--- config.mk ---
export PLATFORM = sky130hd
export DESIGN_NAME = fnm_div_cell
export DESIGN_NICKNAME = d
export VERILOG_FILES = /design/src/design/fnm_pkg.sv /design/src/design/fnm_div_cell.sv
export SDC_FILE = /design/constraint.sdc
export NUM_CORES = 1
export LEC_CHECK = 0
export BUFFER_PORTS_ARGS = -buffer_cell sky130_fd_sc_hd__buf_2
export CAP_MARGIN = 5
export CORE_AREA = 3 3 415 417
export DETAILED_ROUTE_END_ITERATION = 10
export DIE_AREA = 0 0 418 420
export GPL_TIMING_DRIVEN = 0
export MAX_ROUTING_LAYER = met4
export SLEW_MARGIN = 20
export SYNTH_ARGS = -nofsm -noshare
export SYNTH_HDL_FRONTEND = slang
export SYNTH_SLANG_ARGS = --single-unit
export TNS_END_PERCENT = 20
--- constraint.sdc ---
create_clock -name clk -period 1.1 [get_ports clk]
set_clock_uncertainty 0.15 [all_clocks]
set_input_delay 0.055 -clock clk [delete_from_list [all_inputs] [get_ports clk]]
set_output_delay 0.055 -clock clk [all_outputs]
set_load 0.05 [all_outputs]
--- src/design/fnm_pkg.sv ---
// Shared types and constants for the facet normal and measure unit.
// Used by every module of the block; depends on nothing else.
`default_nettype none

package fnm_pkg;

    localparam logic [1:0] KIND_TRI_EDGE  = 2'd0;
    localparam logic [1:0] KIND_QUAD_EDGE = 2'd1;
    localparam logic [1:0] KIND_TRI_FACE  = 2'd2;

    localparam logic [1:0] STATUS_OK       = 2'd0;
    localparam logic [1:0] STATUS_BAD_EDGE = 2'd1;
    localparam logic [1:0] STATUS_DEGEN    = 2'd2;

    // Square root radicand, root and partial remainder widths.
    localparam int RAD_W      = 132;
    localparam int ROOT_W     = 66;
    localparam int REM_W      = 68;
    localparam int SQRT_CELLS = 66;

    // Edge length divisor, division remainder and quotient widths.
    localparam int DIV_W     = 49;
    localparam int DR_W      = 50;
    localparam int Q_W       = 33;
    localparam int DIV_CELLS = 33;

    typedef struct packed {
        logic [1:0]         edge_index;
        logic signed [31:0] x0;
        logic signed [31:0] x1;
        logic signed [31:0] x2;
        logic signed [31:0] x3;
        logic signed [31:0] y0;
        logic signed [31:0] y1;
        logic signed [31:0] y2;
        logic signed [31:0] y3;
        logic signed [31:0] z0;
        logic signed [31:0] z1;
        logic signed [31:0] z2;
    } in_t;

    typedef struct packed {
        logic signed [63:0] nx;
        logic signed [63:0] ny;
        logic signed [63:0] nz;
        logic [62:0]        surface_measure;
        logic [1:0]         status;
    } out_t;

    // Per-item side information that rides along the whole pipeline.
    typedef struct packed {
        logic        is_face;
        logic [1:0]  status;
        logic        neg0;
        logic        neg1;
        logic [31:0] mag0;
        logic [31:0] mag1;
        logic [63:0] fnx;
        logic [63:0] fny;
        logic [63:0] fnz;
        logic [62:0] surf;
    } fnm_meta_t;

    typedef struct packed {
        fnm_meta_t          meta;
        logic [RAD_W-1:0]   rad;
        logic [REM_W-1:0]   rem;
        logic [ROOT_W-1:0]  root;
    } fnm_sq_t;

    typedef struct packed {
        fnm_meta_t         meta;
        logic [DIV_W-1:0]  d;
        logic [DR_W-1:0]   r0;
        logic [DR_W-1:0]   r1;
        logic [Q_W-1:0]    q0;
        logic [Q_W-1:0]    q1;
    } fnm_dv_t;

endpackage

`default_nettype wire

--- src/design/fnm_div_cell.sv ---
// One cell of the division chain: one quotient bit of each of the two
// unit normal components per item. Depends on fnm_pkg.
`default_nettype none

module fnm_div_cell (
    input  wire logic              clk,
    input  wire logic              rst_n,
    input  wire logic              adv,
    input  wire logic              in_valid,
    input  wire fnm_pkg::fnm_dv_t  in_data,
    output logic                   out_valid,
    output fnm_pkg::fnm_dv_t       out_data
);

    localparam int RW = fnm_pkg::DR_W;
    localparam int QW = fnm_pkg::Q_W;

    logic             valid_reg;
    fnm_pkg::fnm_dv_t data_reg;
    fnm_pkg::fnm_dv_t data_next;
    logic [RW:0]      r0_w, r1_w, d_w;

    always_comb
    begin
        r0_w      = {in_data.r0, 1'b0};
        r1_w      = {in_data.r1, 1'b0};
        d_w       = {{(RW + 1 - fnm_pkg::DIV_W){1'b0}}, in_data.d};
        data_next = in_data;
        if (r0_w >= d_w)
        begin
            data_next.r0 = RW'(r0_w - d_w);
            data_next.q0 = {in_data.q0[QW-2:0], 1'b1};
        end
        else
        begin
            data_next.r0 = r0_w[RW-1:0];
            data_next.q0 = {in_data.q0[QW-2:0], 1'b0};
        end
        if (r1_w >= d_w)
        begin
            data_next.r1 = RW'(r1_w - d_w);
            data_next.q1 = {in_data.q1[QW-2:0], 1'b1};
        end
        else
        begin
            data_next.r1 = r1_w[RW-1:0];
            data_next.q1 = {in_data.q1[QW-2:0], 1'b0};
        end
    end

    always_ff @(posedge clk or negedge rst_n)
    begin
        if (!rst_n)
        begin
            valid_reg <= 1'b0;
        end
        else if (adv)
        begin
            valid_reg <= in_valid;
        end
    end

    always_ff @(posedge clk)
    begin
        if (adv)
        begin
            data_reg <= data_next;
        end
    end

    assign out_valid = valid_reg;
    assign out_data  = data_reg;

endmodule

`default_nettype wire

# [After elaboration in Yosys (flattened, before gate mapping)]
# Index checks and enable logic that the tools add are counted.
[word_totals] regBits=540
[op_classes] addsub=2 magnitude_cmp=2 mux=4
[op_table] operator="greater-or-equal comparator 51 x 49 -> 1 bit" n=2
[op_table] operator="two-way mux 50 bit" n=2
[op_table] operator="subtractor 50 x 49 -> 50 bit" n=2
[op_table] operator="two-way mux 1 bit" n=2

# [Longest topological paths before layout]
[logic_depth] depth_word=2 ltp_mapped=15 ltp_nobuf=13

# [Worst setup path before layout]
# Ideal clock, no wire load.
[synth_path] path_type="input-to-reg" from="input port in_data[194] (netlist bit)" to="register data_reg, in the netlist out_data[117], data pin" setup_time_ps=260 arrival_time_ps=2634 required_ps=690 slack_ps=-1944 stages=13 cell_sequence="inv_1 ha_1 clkbuf_1 a21o_1 a21o_1 a21o_1 a2111oi_0 or3_1 o311ai_1 o22ai_1 buf_2 buf_2 mux2_2"
[synth_lines] element="start: declaration" line="fnm_div_cell.sv:10" rtl="input wire fnm_pkg::fnm_dv_t in_data,"
[synth_lines] element="end signal: assignment" line="fnm_div_cell.sv:67" rtl="data_reg <= data_next;"
[synth_lines] element="end: declaration" line="fnm_div_cell.sv:19" rtl="fnm_pkg::fnm_dv_t data_reg;"

==> results.md <==
- The share of the synthesized area in compound gates (AO/OA/AOI/OAI) is 11.01%.
- Compared with the post-synthesis result, the final layout area differs by 101.6%.
- Each instance of the synthesized netlist takes up on average approximately 14 um^2.
- Final hold analysis gives a worst-case slack of -582.4 ps.
- The static leakage power is around 19 nW.
- The clock latency of the later-clocked register in the worst-skew pair is between 600 and 700 ps.
- The signal on the critical path passes through buf_2, inv_1, ha_2, nand2_1, a21oi_1, a221oi_4, buf_12, nor3b_4, a211oi_4, a31oi_4, buf_6, or4_4, o221ai_2, nor2_1.
- The longest clock path from root to sink contains 3 buffers.
- Once detailed placement completed, the half-perimeter wirelength came to ~130000 um.
- For this design the ratio of total power to cell area is between 1500 and 2000 nW/um^2.
- The share of synthesized area occupied by flip-flops and latches is between 60 and 70%.
- The path class of the tightest hold or removal check is primary input to flip-flop.
- Buffers placed on the I/O ports in this run total 1080.
- The post-placement worst setup slack is -3986 ps.
- The peak clock frequency supported by timing is 341.7 MHz.
- The critical path is of the primary input to flip-flop type.
- In this design, the stage delay of the slowest critical-path cell is between 500 and 600 ps.
- The checks that failed: hold timing, setup timing.
- The critical path data required time is between 1000 and 1500 ps.
- Dividing the detail-routed via count by the number of cells gives around 4.
- TritonCTS built the clock tree.
- The main combinational cell family by area after synthesis is compound AO/OA/AOI/OAI gates.
- After floorplanning, the core was sized to cover 169100 um^2.
- In the final design database the tool counted around 4.4k nets.
- Setup violations remaining at the end of the flow were counted as approximately 860.
- The die covers 175600 um^2.
- The portion of the clock cycle consumed by the worst path in the final layout is 266.1%.
- Along the worst path, the maximum fanout reaches 6.
- Synthesis handed over a netlist of around 1.7k instances.
- In the synthesized netlist the dominant register cell turns out to be sky130_fd_sc_hd__edfxtp_1.
- The fill cell instance count of the final layout is 17.22k.
- The max-slew violation total from the final report is 0.
- The number of different library cells used by synthesis comes to 73.
- The critical path contains buffers and inverters numbering 4 combined.
- The maximum level of the CTS H-tree is 3.
- The final-report hold violation count is between 150 and 200.
- After detailed routing, the total wire length is about 170000 um.
- The post-synthesis async set-or-reset flop share is 0.1852%.
- In this run, synthesis inferred between 500 and 600 flip-flops with an integrated enable.
- The post-detailed-route DRC marker count is 0.
- The run finished, with violations left.
- CTS placed an instance of sky130_fd_sc_hd__clkbuf_16 at the clock tree root.
- The number of primary I/O pins is 1083.
- After global routing the overflow that remains totals 0.
- The total nets after synthesis is about 2.3k.
- Setup repair after global routing could not meet its margin everywhere.
- The slowest stage of the critical path is the sky130_fd_sc_hd__ha_2 cell.
- The first global-routing pass estimated about 220000 um of wire.
- The arrival time of the worst setup path is about 3200 ps.
- Once routing completed, OpenROAD measured the worst setup slack at -1827 ps.
- Entering global routing, the biggest net connects 110 pins.
- The type of element launching the critical path is a primary input.
- Cells fill 27.67% of the core in the end.
- The first detailed-routing pass ran for 5 iterations.
- Synthesis inferred 540 register bits.
- The total global-route track usage is between 10% and 20%.
- Measured against the total synthesized area, the mux share comes to 0.6200%.
- The average routed wire per standard cell is around 28 um.
- The violation count after the first detailed-routing iteration is roughly 1.7k.
- The worst vdd rail ir drop is between 0.001 and 0.0015 V.
- Clock-pin slew was measured on the worst setup and hold paths at approximately 60 ps.
- The number of clock buffers added by TritonCTS is just over 70.
- The last weighted congestion value of the routability-driven placer is about 0.94.
- The detailed router placed approximately 24k vias in this run.
- CTS saw 540 sinks.
- The count of standard-cell rows is 151.
- The number of global-route vias before repair is 24.23k.
- Measured along the y axis, the die boundary spans ~420 um.
- The post-synthesis share of cell area spent on and, or, nand and nor gates is 7.526%.
- The die is 418 um wide.
- The Yosys step of the flow raised 0 warnings.
- The headroom to the max-slew limit is around three fifths.
- The initial utilization of the core area, before any placement, comes to 13.72%.
- The initial antenna violation count is around 100.
- Max-cap violations in this run came to 0.
- After Yosys synthesis, full adders, half adders and majority gates account for under 10% of the synthesized area.
- STA classifies the critical path endpoint as a flip-flop.
- The cell family contributing the most delay on the critical path is compound AO/OA/AOI/OAI gates.
- The slew of the pin with the lowest slew margin is ~610 ps.
- The smallest clock period supported by the final layout is computed as between 2000 and 3000 ps.
- The final antenna-violating net count is 0.
- The post-synthesis instance area is ~23000 um^2.
- The share of layout cells above drive strength 1 is 43.05%.
- Of the total synthesized cell area, the portion taken by XOR and XNOR cells is 3.397%.
## report_power, final
group          leakage (nW)  switching [mW]  internal, mW  total, mW
clock                  1.25            10.8          15.4       26.2
sequential             5.29           0.787          25.0       25.8
combinational          12.7            15.2          7.67       22.8
## kinds of logic after synthesis
group	Yosys count
muxes	13
AOI/OAI and AO/OA	409
and+or+nand+nor	376
adders and majority gates	100
buffers and inverters	127
DFF	540
xor gates and xnor gates	90
## per-stage QoR
stage / TNS (ps) / instances / instance area [um^2] / total power [mW]
floorplan: -153370 / 1655 / 23590 / 36.57
global placement: -5275660 / 4953 / 31770 / 43.75
detailed placement: -707960 / 4960 / 31970 / 43.47
CTS: -478990 / 5972 / 45730 / 75.28
global route: -483870 / 6064 / 46760 / 77.58
finish: -435450 / 6078 / 46800 / 74.83
## layout by cell type (no fill, tap or decap), types with 22 or more instances in the layout
master,synthesis,routed
sky130_fd_sc_hd__a21o_1,49,49
sky130_fd_sc_hd__a21oi_1,100,83
sky130_fd_sc_hd__buf_12,0,22
sky130_fd_sc_hd__buf_2,14,983
sky130_fd_sc_hd__buf_4,0,65
sky130_fd_sc_hd__buf_6,0,103
sky130_fd_sc_hd__clkbuf_1,42,28
sky130_fd_sc_hd__clkbuf_16,0,76
sky130_fd_sc_hd__diode_2,0,55
sky130_fd_sc_hd__dlygate4sd3_1,0,841
sky130_fd_sc_hd__edfxtp_1,539,539
sky130_fd_sc_hd__ha_1,98,71
sky130_fd_sc_hd__inv_1,69,55
sky130_fd_sc_hd__nand2_1,170,98
sky130_fd_sc_hd__nand2_2,0,30
sky130_fd_sc_hd__nand2_4,0,41
sky130_fd_sc_hd__nand3_1,41,33
sky130_fd_sc_hd__nor2_1,60,55
sky130_fd_sc_hd__o21ai_0,146,49
sky130_fd_sc_hd__o21ai_1,3,35
sky130_fd_sc_hd__o21ai_2,0,32
sky130_fd_sc_hd__o21ai_4,0,33
sky130_fd_sc_hd__xnor2_1,45,40
sky130_fd_sc_hd__xor2_1,45,45
## metal layers
metal / up-vias / global-route usage (%) / share of wire [%]
met4: 0 / 12.68 / 7.9
met2: 1166 / 32.21 / 50
met3: 427 / 4.484 / 6.3
li1: 10540 / - / -
met1: 12000 / 19.35 / 36
met5: - / - / 0
## final timing paths
kind / startpoint / to / slack [ps] / cells past startpoint
hold reg to reg: out_valid / out_valid / 360 / 1
min in group asynchronous: rst_n / out_valid / 620 / 4
max in group asynchronous: rst_n / out_valid / 70 / 4
hold / removal: in_data[187] / out_data[187] / -580 / 1
setup reg to reg: out_valid / out_valid / 210 / 1
setup / recovery: in_data[192] / out_data[108] / -1830 / 14
## sequential cells by signal (all words and copies together), names as in the netlist
| signal | flops |
|---|---|
| out_valid | 1 |
| out_data | 539 |
## timing repair
action                                  CTS  global route
setup buffers                            64            30
endpoints found under the hold margin   668           216
hold buffers                            812            29
pin swaps                               111            65
resized for setup                       632           124
endpoints found under the setup margin  882           883
gates cloned                             10             0
## synthesized netlist by cell type, types with 5 or more instances
library cell	n	area [um^2]
sky130_fd_sc_hd__edfxtp_1	539	16190
sky130_fd_sc_hd__nand2_1	170	638.1
sky130_fd_sc_hd__o21ai_0	146	730.7
sky130_fd_sc_hd__a21oi_1	100	500.5
sky130_fd_sc_hd__ha_1	98	1226
sky130_fd_sc_hd__inv_1	69	259.0
sky130_fd_sc_hd__nor2_1	60	225.2
sky130_fd_sc_hd__a21o_1	49	367.9
sky130_fd_sc_hd__xnor2_1	45	394.1
sky130_fd_sc_hd__xor2_1	45	394.1
sky130_fd_sc_hd__clkbuf_1	42	157.7
sky130_fd_sc_hd__nand3_1	41	205.2
sky130_fd_sc_hd__o21bai_1	21	157.7
sky130_fd_sc_hd__nand4_1	20	125.1
sky130_fd_sc_hd__a211oi_1	15	112.6
sky130_fd_sc_hd__buf_2	14	70.07
sky130_fd_sc_hd__nand2b_1	14	87.58
sky130_fd_sc_hd__and3_1	13	81.33
sky130_fd_sc_hd__nor3_1	13	65.06
sky130_fd_sc_hd__nor2b_1	12	75.07
sky130_fd_sc_hd__a31oi_1	11	68.82
sky130_fd_sc_hd__mux2_2	11	123.9
sky130_fd_sc_hd__o21a_1	7	52.55
sky130_fd_sc_hd__and2_1	5	31.28
sky130_fd_sc_hd__nor4_1	5	31.28
sky130_fd_sc_hd__o211ai_1	5	37.54
sky130_fd_sc_hd__o31ai_1	5	37.54
## cell type report
class,instances,area (um^2),area share (%)
buffer,46,451.7,0.9652
inverter,70,327.8,0.7005
tap,2218,2775,5.930
sequential,540,16210,34.64
timing repair buffer,2027,15790,33.75
multi-input combinational,988,8502,18.17
clock buffer,82,1861,3.976
clock inverter,52,737.0,1.575
antenna,55,137.6,0.2941
(Power assumes the default switching activity.)
