**config.mk**
```make
export PLATFORM = sky130hd
export DESIGN_NAME = fnm_sqrt_cell
export DESIGN_NICKNAME = d
export VERILOG_FILES = /design/src/design/fnm_pkg.sv /design/src/design/fnm_sqrt_cell.sv
export SDC_FILE = /design/constraint.sdc
export NUM_CORES = 1
export LEC_CHECK = 0
export BUFFER_PORTS_ARGS = -buffer_cell sky130_fd_sc_hd__buf_2
export CORE_AREA = 2 2 460 462
export CTS_CLUSTER_SIZE = 28
export DETAILED_ROUTE_END_ITERATION = 8
export DIE_AREA = 0 0 462 464
export SYNTH_ARGS = -nofsm -noshare
export SYNTH_HDL_FRONTEND = slang
export SYNTH_SLANG_ARGS = --single-unit
```
**constraint.sdc**
```tcl
create_clock -name clk -period 1.4 [get_ports clk]
set_clock_uncertainty 0.15 [all_clocks]
set_input_delay 0.14 -clock clk [delete_from_list [all_inputs] [get_ports clk]]
set_output_delay 0.14 -clock clk [all_outputs]
set_load 0.005 [all_outputs]
```
**src/design/fnm_pkg.sv**
```systemverilog
// Shared types and constants for the facet normal and measure unit.
// Used by every module of the block; depends on nothing else.
`default_nettype none

package fnm_pkg;

    localparam logic [1:0] KIND_TRI_EDGE  = 2'd0;
    localparam logic [1:0] KIND_QUAD_EDGE = 2'd1;
    localparam logic [1:0] KIND_TRI_FACE  = 2'd2;

    localparam logic [1:0] STATUS_OK       = 2'd0;
    localparam logic [1:0] STATUS_BAD_EDGE = 2'd1;
    localparam logic [1:0] STATUS_DEGEN    = 2'd2;

    // Square root radicand, root and partial remainder widths.
    localparam int RAD_W      = 132;
    localparam int ROOT_W     = 66;
    localparam int REM_W      = 68;
    localparam int SQRT_CELLS = 66;

    // Edge length divisor, division remainder and quotient widths.
    localparam int DIV_W     = 49;
    localparam int DR_W      = 50;
    localparam int Q_W       = 33;
    localparam int DIV_CELLS = 33;

    typedef struct packed {
        logic [1:0]         edge_index;
        logic signed [31:0] x0;
        logic signed [31:0] x1;
        logic signed [31:0] x2;
        logic signed [31:0] x3;
        logic signed [31:0] y0;
        logic signed [31:0] y1;
        logic signed [31:0] y2;
        logic signed [31:0] y3;
        logic signed [31:0] z0;
        logic signed [31:0] z1;
        logic signed [31:0] z2;
    } in_t;

    typedef struct packed {
        logic signed [63:0] nx;
        logic signed [63:0] ny;
        logic signed [63:0] nz;
        logic [62:0]        surface_measure;
        logic [1:0]         status;
    } out_t;

    // Per-item side information that rides along the whole pipeline.
    typedef struct packed {
        logic        is_face;
        logic [1:0]  status;
        logic        neg0;
        logic        neg1;
        logic [31:0] mag0;
        logic [31:0] mag1;
        logic [63:0] fnx;
        logic [63:0] fny;
        logic [63:0] fnz;
        logic [62:0] surf;
    } fnm_meta_t;

    typedef struct packed {
        fnm_meta_t          meta;
        logic [RAD_W-1:0]   rad;
        logic [REM_W-1:0]   rem;
        logic [ROOT_W-1:0]  root;
    } fnm_sq_t;

    typedef struct packed {
        fnm_meta_t         meta;
        logic [DIV_W-1:0]  d;
        logic [DR_W-1:0]   r0;
        logic [DR_W-1:0]   r1;
        logic [Q_W-1:0]    q0;
        logic [Q_W-1:0]    q1;
    } fnm_dv_t;

endpackage

`default_nettype wire

```
**src/design/fnm_sqrt_cell.sv**
```systemverilog
// One cell of the square root chain: settles one root bit per item.
// Depends on fnm_pkg.
`default_nettype none

module fnm_sqrt_cell (
    input  wire logic              clk,
    input  wire logic              rst_n,
    input  wire logic              adv,
    input  wire logic              in_valid,
    input  wire fnm_pkg::fnm_sq_t  in_data,
    output logic                   out_valid,
    output fnm_pkg::fnm_sq_t       out_data
);

    localparam int RW = fnm_pkg::REM_W;
    localparam int QW = fnm_pkg::ROOT_W;

    logic             valid_reg;
    fnm_pkg::fnm_sq_t data_reg;
    fnm_pkg::fnm_sq_t data_next;
    logic [RW+1:0]    rem_w;
    logic [RW+1:0]    trial_w;

    // Restoring digit recurrence: two radicand bits in, one root bit out.
    always_comb
    begin
        rem_w     = {in_data.rem, in_data.rad[fnm_pkg::RAD_W-1 -: 2]};
        trial_w   = {{(RW - QW){1'b0}}, in_data.root, 2'b01};
        data_next = in_data;
        data_next.rad = {in_data.rad[fnm_pkg::RAD_W-3:0], 2'b00};
        if (rem_w >= trial_w)
        begin
            data_next.rem  = RW'(rem_w - trial_w);
            data_next.root = {in_data.root[QW-2:0], 1'b1};
        end
        else
        begin
            data_next.rem  = rem_w[RW-1:0];
            data_next.root = {in_data.root[QW-2:0], 1'b0};
        end
    end

    always_ff @(posedge clk or negedge rst_n)
    begin
        if (!rst_n)
        begin
            valid_reg <= 1'b0;
        end
        else if (adv)
        begin
            valid_reg <= in_valid;
        end
    end

    always_ff @(posedge clk)
    begin
        if (adv)
        begin
            data_reg <= data_next;
        end
    end

    assign out_valid = valid_reg;
    assign out_data  = data_reg;

endmodule

`default_nettype wire

```
* Word-level counts from Yosys, hierarchy flattened *
Index checks and enable logic that the tools add are counted.

cells by class
  add/sub/neg operators = 1
  muxes and demuxes = 1
  magnitude comparators = 1

operators with widths
  cell                                              number
  134-bit 2-to-1 mux                                1
  70-bit by 68-bit >= comparator with 1-bit output  1
  68-bit subtractor                                 1

storage, ports and cells
  bits of input ports = 594
  bits in registers = 589
  word-level logic and storage cells = 17
  output and inout bits = 591

* Depth between registers and ports, before layout *
Gate-level depths: netlist of run 1.

  depth in word-level cells = 2
  depth in mapped cells = 15

* Least setup slack after synthesis of run 1 *
Ideal clock, no wire load.

  path type = input to register
  from = input in_data[21] (netlist name)
  to = register data_reg, in the netlist out_data[100], data pin
  arrival = 2.521 ns
  path buffers = 3
  cell stages on the path = 14
  data required time = 0.988 ns
  setup slack = -1.533 ns
  cell sequence = inv_1 -> ha_1 -> buf_2 -> a21o_1 -> a21o_1 -> a21oi_1 -> o221ai_1 -> a21oi_1 -> o21ai_1 -> o21ai_1 -> and2_1 -> buf_6 -> buf_6 -> mux2_1

RTL lines
  element               line                 source
  from (decl)           fnm_sqrt_cell.sv:10  input wire fnm_pkg::fnm_sq_t in_data,
  to (signal assigned)  fnm_sqrt_cell.sv:59  data_reg <= data_next;
  to (decl)             fnm_sqrt_cell.sv:19  fnm_pkg::fnm_sq_t data_reg;

==> impl_metrics.py, run 1 <==
metrics = {
    "global_route": {
        "grt_use_total_pct": 18.6,
        "grt_max_degree": 49,
        "grt_antenna_before_repair": 190,
        "grt_pass1_wl_um": 257000,
        "grt_overflow_total": 0,
        "grt_pass1_vias": 25418,
    },
    "pwr": {
        "p_per_area_nw_per_um2": 1140,
        "total_power_mw": 56.5,
        "power_switching_mw": 16.2,
        "p_int_mw": 40.3,
        "ir_drop_mv": 0.946,
        "sequentialPowerShare_pct": 38.9,
        "swShare_pct": 28.7,
        "combPwrFrac_pct": 22.9,
        "p_clk_share_pct": 38.3,
        "p_leak_nw": 20.6,
    },
    "timing": {
        "tightest_slew_ns": 0.553,
        "slew_violations": 0,
        "period_needed_ns": 2.42,
        "fin_hold_ws_ns": -0.531,
        "finalCritPeriodShare_pct": 173,
        "hold_viol": 7,
        "rsz0062_at_grt": "true",
        "setup_viol": 658,
        "final.setup.worst_slack_ns": -1.02,
        "timing.fmax_mhz": 413,
        "tns_ns": -153.02,
        "relSlewSlack_pct": 62.8,
    },
    "critical_path": {
        "r2r_slack_ns": 0.50,
        "path_cells": "buf_8 > inv_4 > ha_4 > buf_6 > nor2_4 > a211oi_4 > buf_12 > buf_12 > o21ai_4 > nand4b_1 > a21oi_4 > o21ai_4 > o21ai_2 > and2_4 > buf_6 > clkbuf_16 > mux2_4",
        "setup.worst_path.end_class": "register",
        "cpMaxStageDelayCell": "a21oi_4",
        "crit_required_ns": 1.71,
        "cp.arrival_ns": 2.73,
        "crit_path_max_incr_delay_ns": 0.29,
        "cp_num_buf_inv": 7,
        "cp-start-kind": "input pin",
        "crit_family": "buffers and inverters",
        "crit_fanout": 7,
        "worstSetupPathType": "input pin to register",
    },
    "floorplan": {
        "die_height_um": 464,
        "ios": 1185,
        "row_count": 168,
        "initial_core_util_pct": 11.2,
        "dieArea_sq_um": 214000,
        "fp.dieW_um": 462,
        "fp.coreArea_sq_um": 209000,
    },
    "placed_design": {
        "io_buffers": 1182,
        "place.gp.congestion": 0.953,
        "dp.cells": 5790,
        "place_ws_ns": -2.18,
        "dp_hpwl_um": 174000,
    },
    "drt": {
        "wl_per_cell_um": 29.9,
        "firstDrtPassIters": 5,
        "ant_nets": 0,
        "vias": 24448,
        "drc_errors": 0,
        "wirelength_um": 207000,
        "drtIter0Drc": 1617,
        "drt-vias-per-instance": 3.53,
    },
    "layout": {
        "drive_above_1_share_pct": 48.1,
        "fillerInstances": 22042,
        "final_common_cell": "buf_2",
        "nNetsFinal": 4668,
        "syn2layout_area_growth_pct": 113,
        "fin_util_pct": 23.8,
        "final-instance-count-excl-fill": 6933,
        "multiInputGateArea_sq_um": 6210,
        "most-common-layout-cells": "buf_2 (1124), dlygate4sd3_1 (906), edfxtp_1 (588), buf_4 (404), a21oi_1 (87)",
        "seq_area_sq_um": 17700,
    },
    "run_status": {
        "status": "finished, violations left",
        "violations": "hold timing, setup timing",
    },
    "cts": {
        "cts_num_sinks": 589,
        "cts_tree": "yes",
        "htreeDepth": 3,
        "clk_pin_slew_worst_paths_ns": 0.06,
        "cts_buffers": 76,
        "clock_latency_ns": 0.70,
        "cts_root_buffer": "clkbuf_16",
        "clockBufferDepth": 3,
    },
    "synthesis": {
        "synth-seq-area-share_pct": 75.8,
        "syn_avg_cell_area_sq_um": 16.0,
        "synth_ff_type": "edfxtp_1",
        "postSynth.asyncResetShare_pct": 0.170,
        "yosysWarnings": 0,
        "syn_area_sq_um": 23300,
        "synthCells": 1455,
        "ys_types": 69,
        "synth_edf_count": 588,
        "synth_seq_cells": 589,
    },
    "job": {
        "drv_cap": 0,
    },
    "worst_hold_path": {
        "hold_class": "input pin to register",
    },
}
path summary, 6_finish.rpt:
check | startpoint | to | depth (start not counted)
max | in_data[0] | out_data[81] | 17
min | in_data[5] | out_data[6] | 1
max reg2reg | out_valid | out_valid | 1
min reg2reg | out_valid | out_valid | 1
max in group asynchronous | rst_n | out_valid | 3
min in group asynchronous | rst_n | out_valid | 3
per-layer routing:
metal | vias up | global-route usage, % | share of wire [%]
met5 | - | 0 | 0.21
met4 | 68 | 10.1 | 6.9
met1 | 11940 | 16.0 | 30
li1 | 10725 | - | -
met2 | 1211 | 36.3 | 54
met3 | 504 | 6.90 | 8.5
sequential cells by signal, indices dropped and copies added (netlist names):
register / flops
out_valid: 1
out_data: 588
power groups by stage:
stage | Clock [mW] | Sequential (mW) | Combinational (mW)
CTS | 22.2 | 22.0 | 12.8
floorplan | 0 | 22.3 | 2.41
global route | 22.7 | 22.1 | 13.7
finish | 21.6 | 22.0 | 12.9
detailed placement | 0 | 22.3 | 9.75
global placement | 0 | 22.3 | 9.72
logic make-up after synthesis:
kind of cell | synth area share (%)
AOI/OAI and AO/OA | 7.56
muxes | 2.65
and+or+nand+nor | 5.22
buffers and inverters | 2.82
DFF | 75.8
xor gates and xnor gates | 2.33
adders and majority gates | 3.65
other | 0.0161
per-stage QoR:
step	hold WS, ns	instance area [sq um]
4_1_cts	-0.597	49200
3_3_place_gp	-0.234	36100
5_1_grt	-0.584	49800
2_1_floorplan	-0.306	23800
6_report	-0.531	49800
3_5_place_dp	-0.234	36100
area by class of cell:
| type | count | share of cell area (%) |
|---|---|---|
| clock inverter | 51 | 1.51 |
| inverter | 95 | 0.797 |
| timing repair buffer | 2528 | 38.4 |
| tap | 2805 | 7.05 |
| clock buffer | 87 | 3.95 |
| sequential | 589 | 35.5 |
| antenna | 62 | 0.312 |
| multi-input combinational | 716 | 12.5 |
synth_stat cells (18+ instances only):
cell	count	share of area, %
nand2_1	69	1.1
xor2_1	18	0.68
inv_1	95	1.5
a21o_1	21	0.68
clkbuf_1	26	0.42
ha_1	68	3.6
edfxtp_1	588	76
a21oi_1	113	2.4
buf_2	19	0.41
xnor2_1	44	1.7
nor2_1	54	0.87
o21ai_0	50	1.1
nand3_1	23	0.49
mux2_1	53	2.6
nand4_1	39	1.0
repair_timing:
| action | CTS | global route |
|---|---|---|
| gates resized for setup | 264 | 76 |
| setup endpoints to repair | 658 | 658 |
| endpoints found under the hold margin | 969 | 18 |
| pin swaps | 59 | 17 |
| setup buffers | 34 | 3 |
| hold buffers | 893 | 13 |
| gates cloned | 1 | 1 |
Power figures use the tool's default switching activity.
==> inputs of run 2 (changes only) <==
PLACE_DENSITY = 0.3   (was default)
==> impl_metrics.py, run 2 (synthesis results as in run 1) <==
metrics = {
    "run_status": {
        "status": "finished, violations left",
        "violations": "hold timing, setup timing",
    },
    "critical_path": {
        "path_common_cell": "buf_4",
        "cp-start-kind": "input pin",
        "cp.arrival_ns": 2.82,
        "setup.worst_path.end_class": "register",
        "worstSetupPathType": "input pin to register",
        "startpoint": "in_data[13]",
        "crit_family": "simple AND/OR/NAND/NOR gates",
        "crit_path_max_incr_delay_ns": 0.37,
        "cp_num_buf_inv": 6,
        "r2r_start": "out_valid",
        "path_cells": "buf_8 > inv_6 > ha_4 > buf_6 > nand4_1 > nor4_2 > buf_4 > nand2_2 > nor3_2 > buf_4 > nor2_4 > o211ai_1 > buf_4 > nand2_1 > xnor2_2 > mux2_4",
        "crit_required_ns": 1.73,
        "crit_fanout": 3,
        "cpMaxStageDelayCell": "nor4_2",
    },
    "timing": {
        "finalCritPeriodShare_pct": 178,
        "relSlewSlack_pct": 62.0,
        "timing.fmax_mhz": 402,
        "rsz0062_at_grt": "true",
        "tightest_slew_ns": 0.564,
        "hold_viol": 10,
        "setup_viol": 658,
        "period_needed_ns": 2.49,
        "tns_ns": -144.03,
        "fin_hold_ws_ns": -0.496,
        "final.setup.worst_slack_ns": -1.09,
        "slew_violations": 0,
    },
    "cts": {
        "htreeDepth": 3,
        "cts_root_buffer": "clkbuf_16",
        "cts_num_sinks": 589,
        "cts_tree": "yes",
        "clockBufferDepth": 3,
        "clock_latency_ns": 0.72,
        "clk_pin_slew_worst_paths_ns": 0.06,
        "cts_buffers": 81,
    },
    "layout": {
        "drive_above_1_share_pct": 47.4,
        "most-common-layout-cells": "dlygate4sd3_1 (1030), buf_2 (954), edfxtp_1 (588), buf_4 (417), buf_6 (237)",
        "syn2layout_area_growth_pct": 124,
        "nNetsFinal": 4822,
        "final_common_cell": "dlygate4sd3_1",
        "multiInputGateArea_sq_um": 6420,
        "largest_reg_flops": 588,
        "final_area_sq_um": 52400,
        "fillerInstances": 22440,
        "seq_area_sq_um": 17700,
        "fin_util_pct": 25.0,
    },
    "pwr": {
        "ir_drop_mv": 0.849,
        "p_leak_nw": 21.7,
        "p_per_area_nw_per_um2": 1080,
    },
    "placed_design": {
        "dp_hpwl_um": 143000,
        "io_buffers": 1182,
        "place.gp.congestion": 0.843,
        "postPlaceCellArea_sq_um": 36100,
    },
    "floorplan": {
        "row_count": 168,
        "die_height_um": 464,
        "initial_core_util_pct": 11.2,
        "fp.dieW_um": 462,
        "dieArea_sq_um": 214000,
        "ios": 1185,
        "fp.coreArea_sq_um": 209000,
    },
    "global_route": {
        "grt_overflow_total": 0,
        "grt_antenna_before_repair": 83,
        "grt_pass1_vias": 25271,
        "grt_pass1_wl_um": 225000,
        "grt_use_total_pct": 15.7,
        "grt_max_degree": 57,
    },
    "worst_hold_path": {
        "hold_path.startpoint": "in_data[5]",
        "hold_class": "input pin to register",
    },
    "drt": {
        "drc_errors": 0,
        "ant_nets": 0,
        "drt-vias-per-instance": 3.40,
        "vias": 23998,
        "drtIter0Drc": 1042,
        "wirelength_um": 175000,
        "wl_per_cell_um": 24.8,
        "firstDrtPassIters": 5,
    },
    "job": {
        "drv_cap": 0,
    },
}
-- run 2: cell count changes in the layout (fill, tap and decap cells not counted), moves of 6 or more --
| cell | delta |
|---|---|
| bufinv_16 | -7 |
| buf_4 | +13 |
| diode_2 | -32 |
| inv_1 | -6 |
| o21ai_1 | -6 |
| buf_2 | -170 |
| clkinv_1 | +6 |
| buf_6 | +186 |
| dlygate4sd3_1 | +124 |
-- run 2: report_power, final --
group | switching [mW] | internal, mW | total (mW)
logic | 6.10 | 7.20 | 13.3
registers | 0.651 | 21.3 | 21.9
clock network | 9.23 | 12.0 | 21.2
total | 16.0 | 40.5 | 56.5
-- run 2: cell type report --
class / instances / share of cell area [%]
flip-flops and latches: 589 / 33.8
clock buffers: 97 / 4.03
diodes: 30 / 0.143
repair buffers: 2677 / 41.3
multi-input cells: 716 / 12.3
inverters: 95 / 0.784
well taps: 2805 / 6.70
clock inverters: 51 / 1.05
-- run 2: routing by layer --
layer	GRT usage [%]	vias up	routed length (um)
met1	16.1	11738	63200
li1	-	11006	-
met3	5.21	295	13500
met2	28.6	943	89200
met4	7.13	16	9210
met5	0	-	85
-- run 2: timing repair --
action / in CTS / in global routing
gates resized for setup: 582 / 145
hold buffers: 1022 / 8
pin swaps: 42 / 71
gates cloned: 4 / 0
hold endpoints to repair: 1074 / 17
setup endpoints to repair: 658 / 658
setup buffers: 39 / 22
-- run 2: metrics by stage --
| stage | setup slack, ns | power [mW] | cells | hold slack, ns |
|---|---|---|---|---|
| 2_1_floorplan | -1.33 | 24.7 | 1456 | -0.306 |
| 3_3_place_gp | -2.56 | 31.7 | 5797 | -0.231 |
| 3_5_place_dp | -2.47 | 31.6 | 5797 | -0.229 |
| 4_1_cts | -1.05 | 57.4 | 7003 | -0.640 |
| 5_1_grt | -1.14 | 59.0 | 7049 | -0.570 |
| 6_report | -1.09 | 56.5 | 7060 | -0.496 |
-- run 2: final timing paths --
check                                     end  slack (ns)  cells after the start
worst max-delay path            out_data[121]       -1.09                     16
worst min-delay path              out_data[6]       -0.50                      1
worst max register to register      out_valid        0.49                      1
worst min register to register      out_valid        0.38                      1
max in group asynchronous           out_valid        0.89                      3
min in group asynchronous           out_valid        0.11                      3
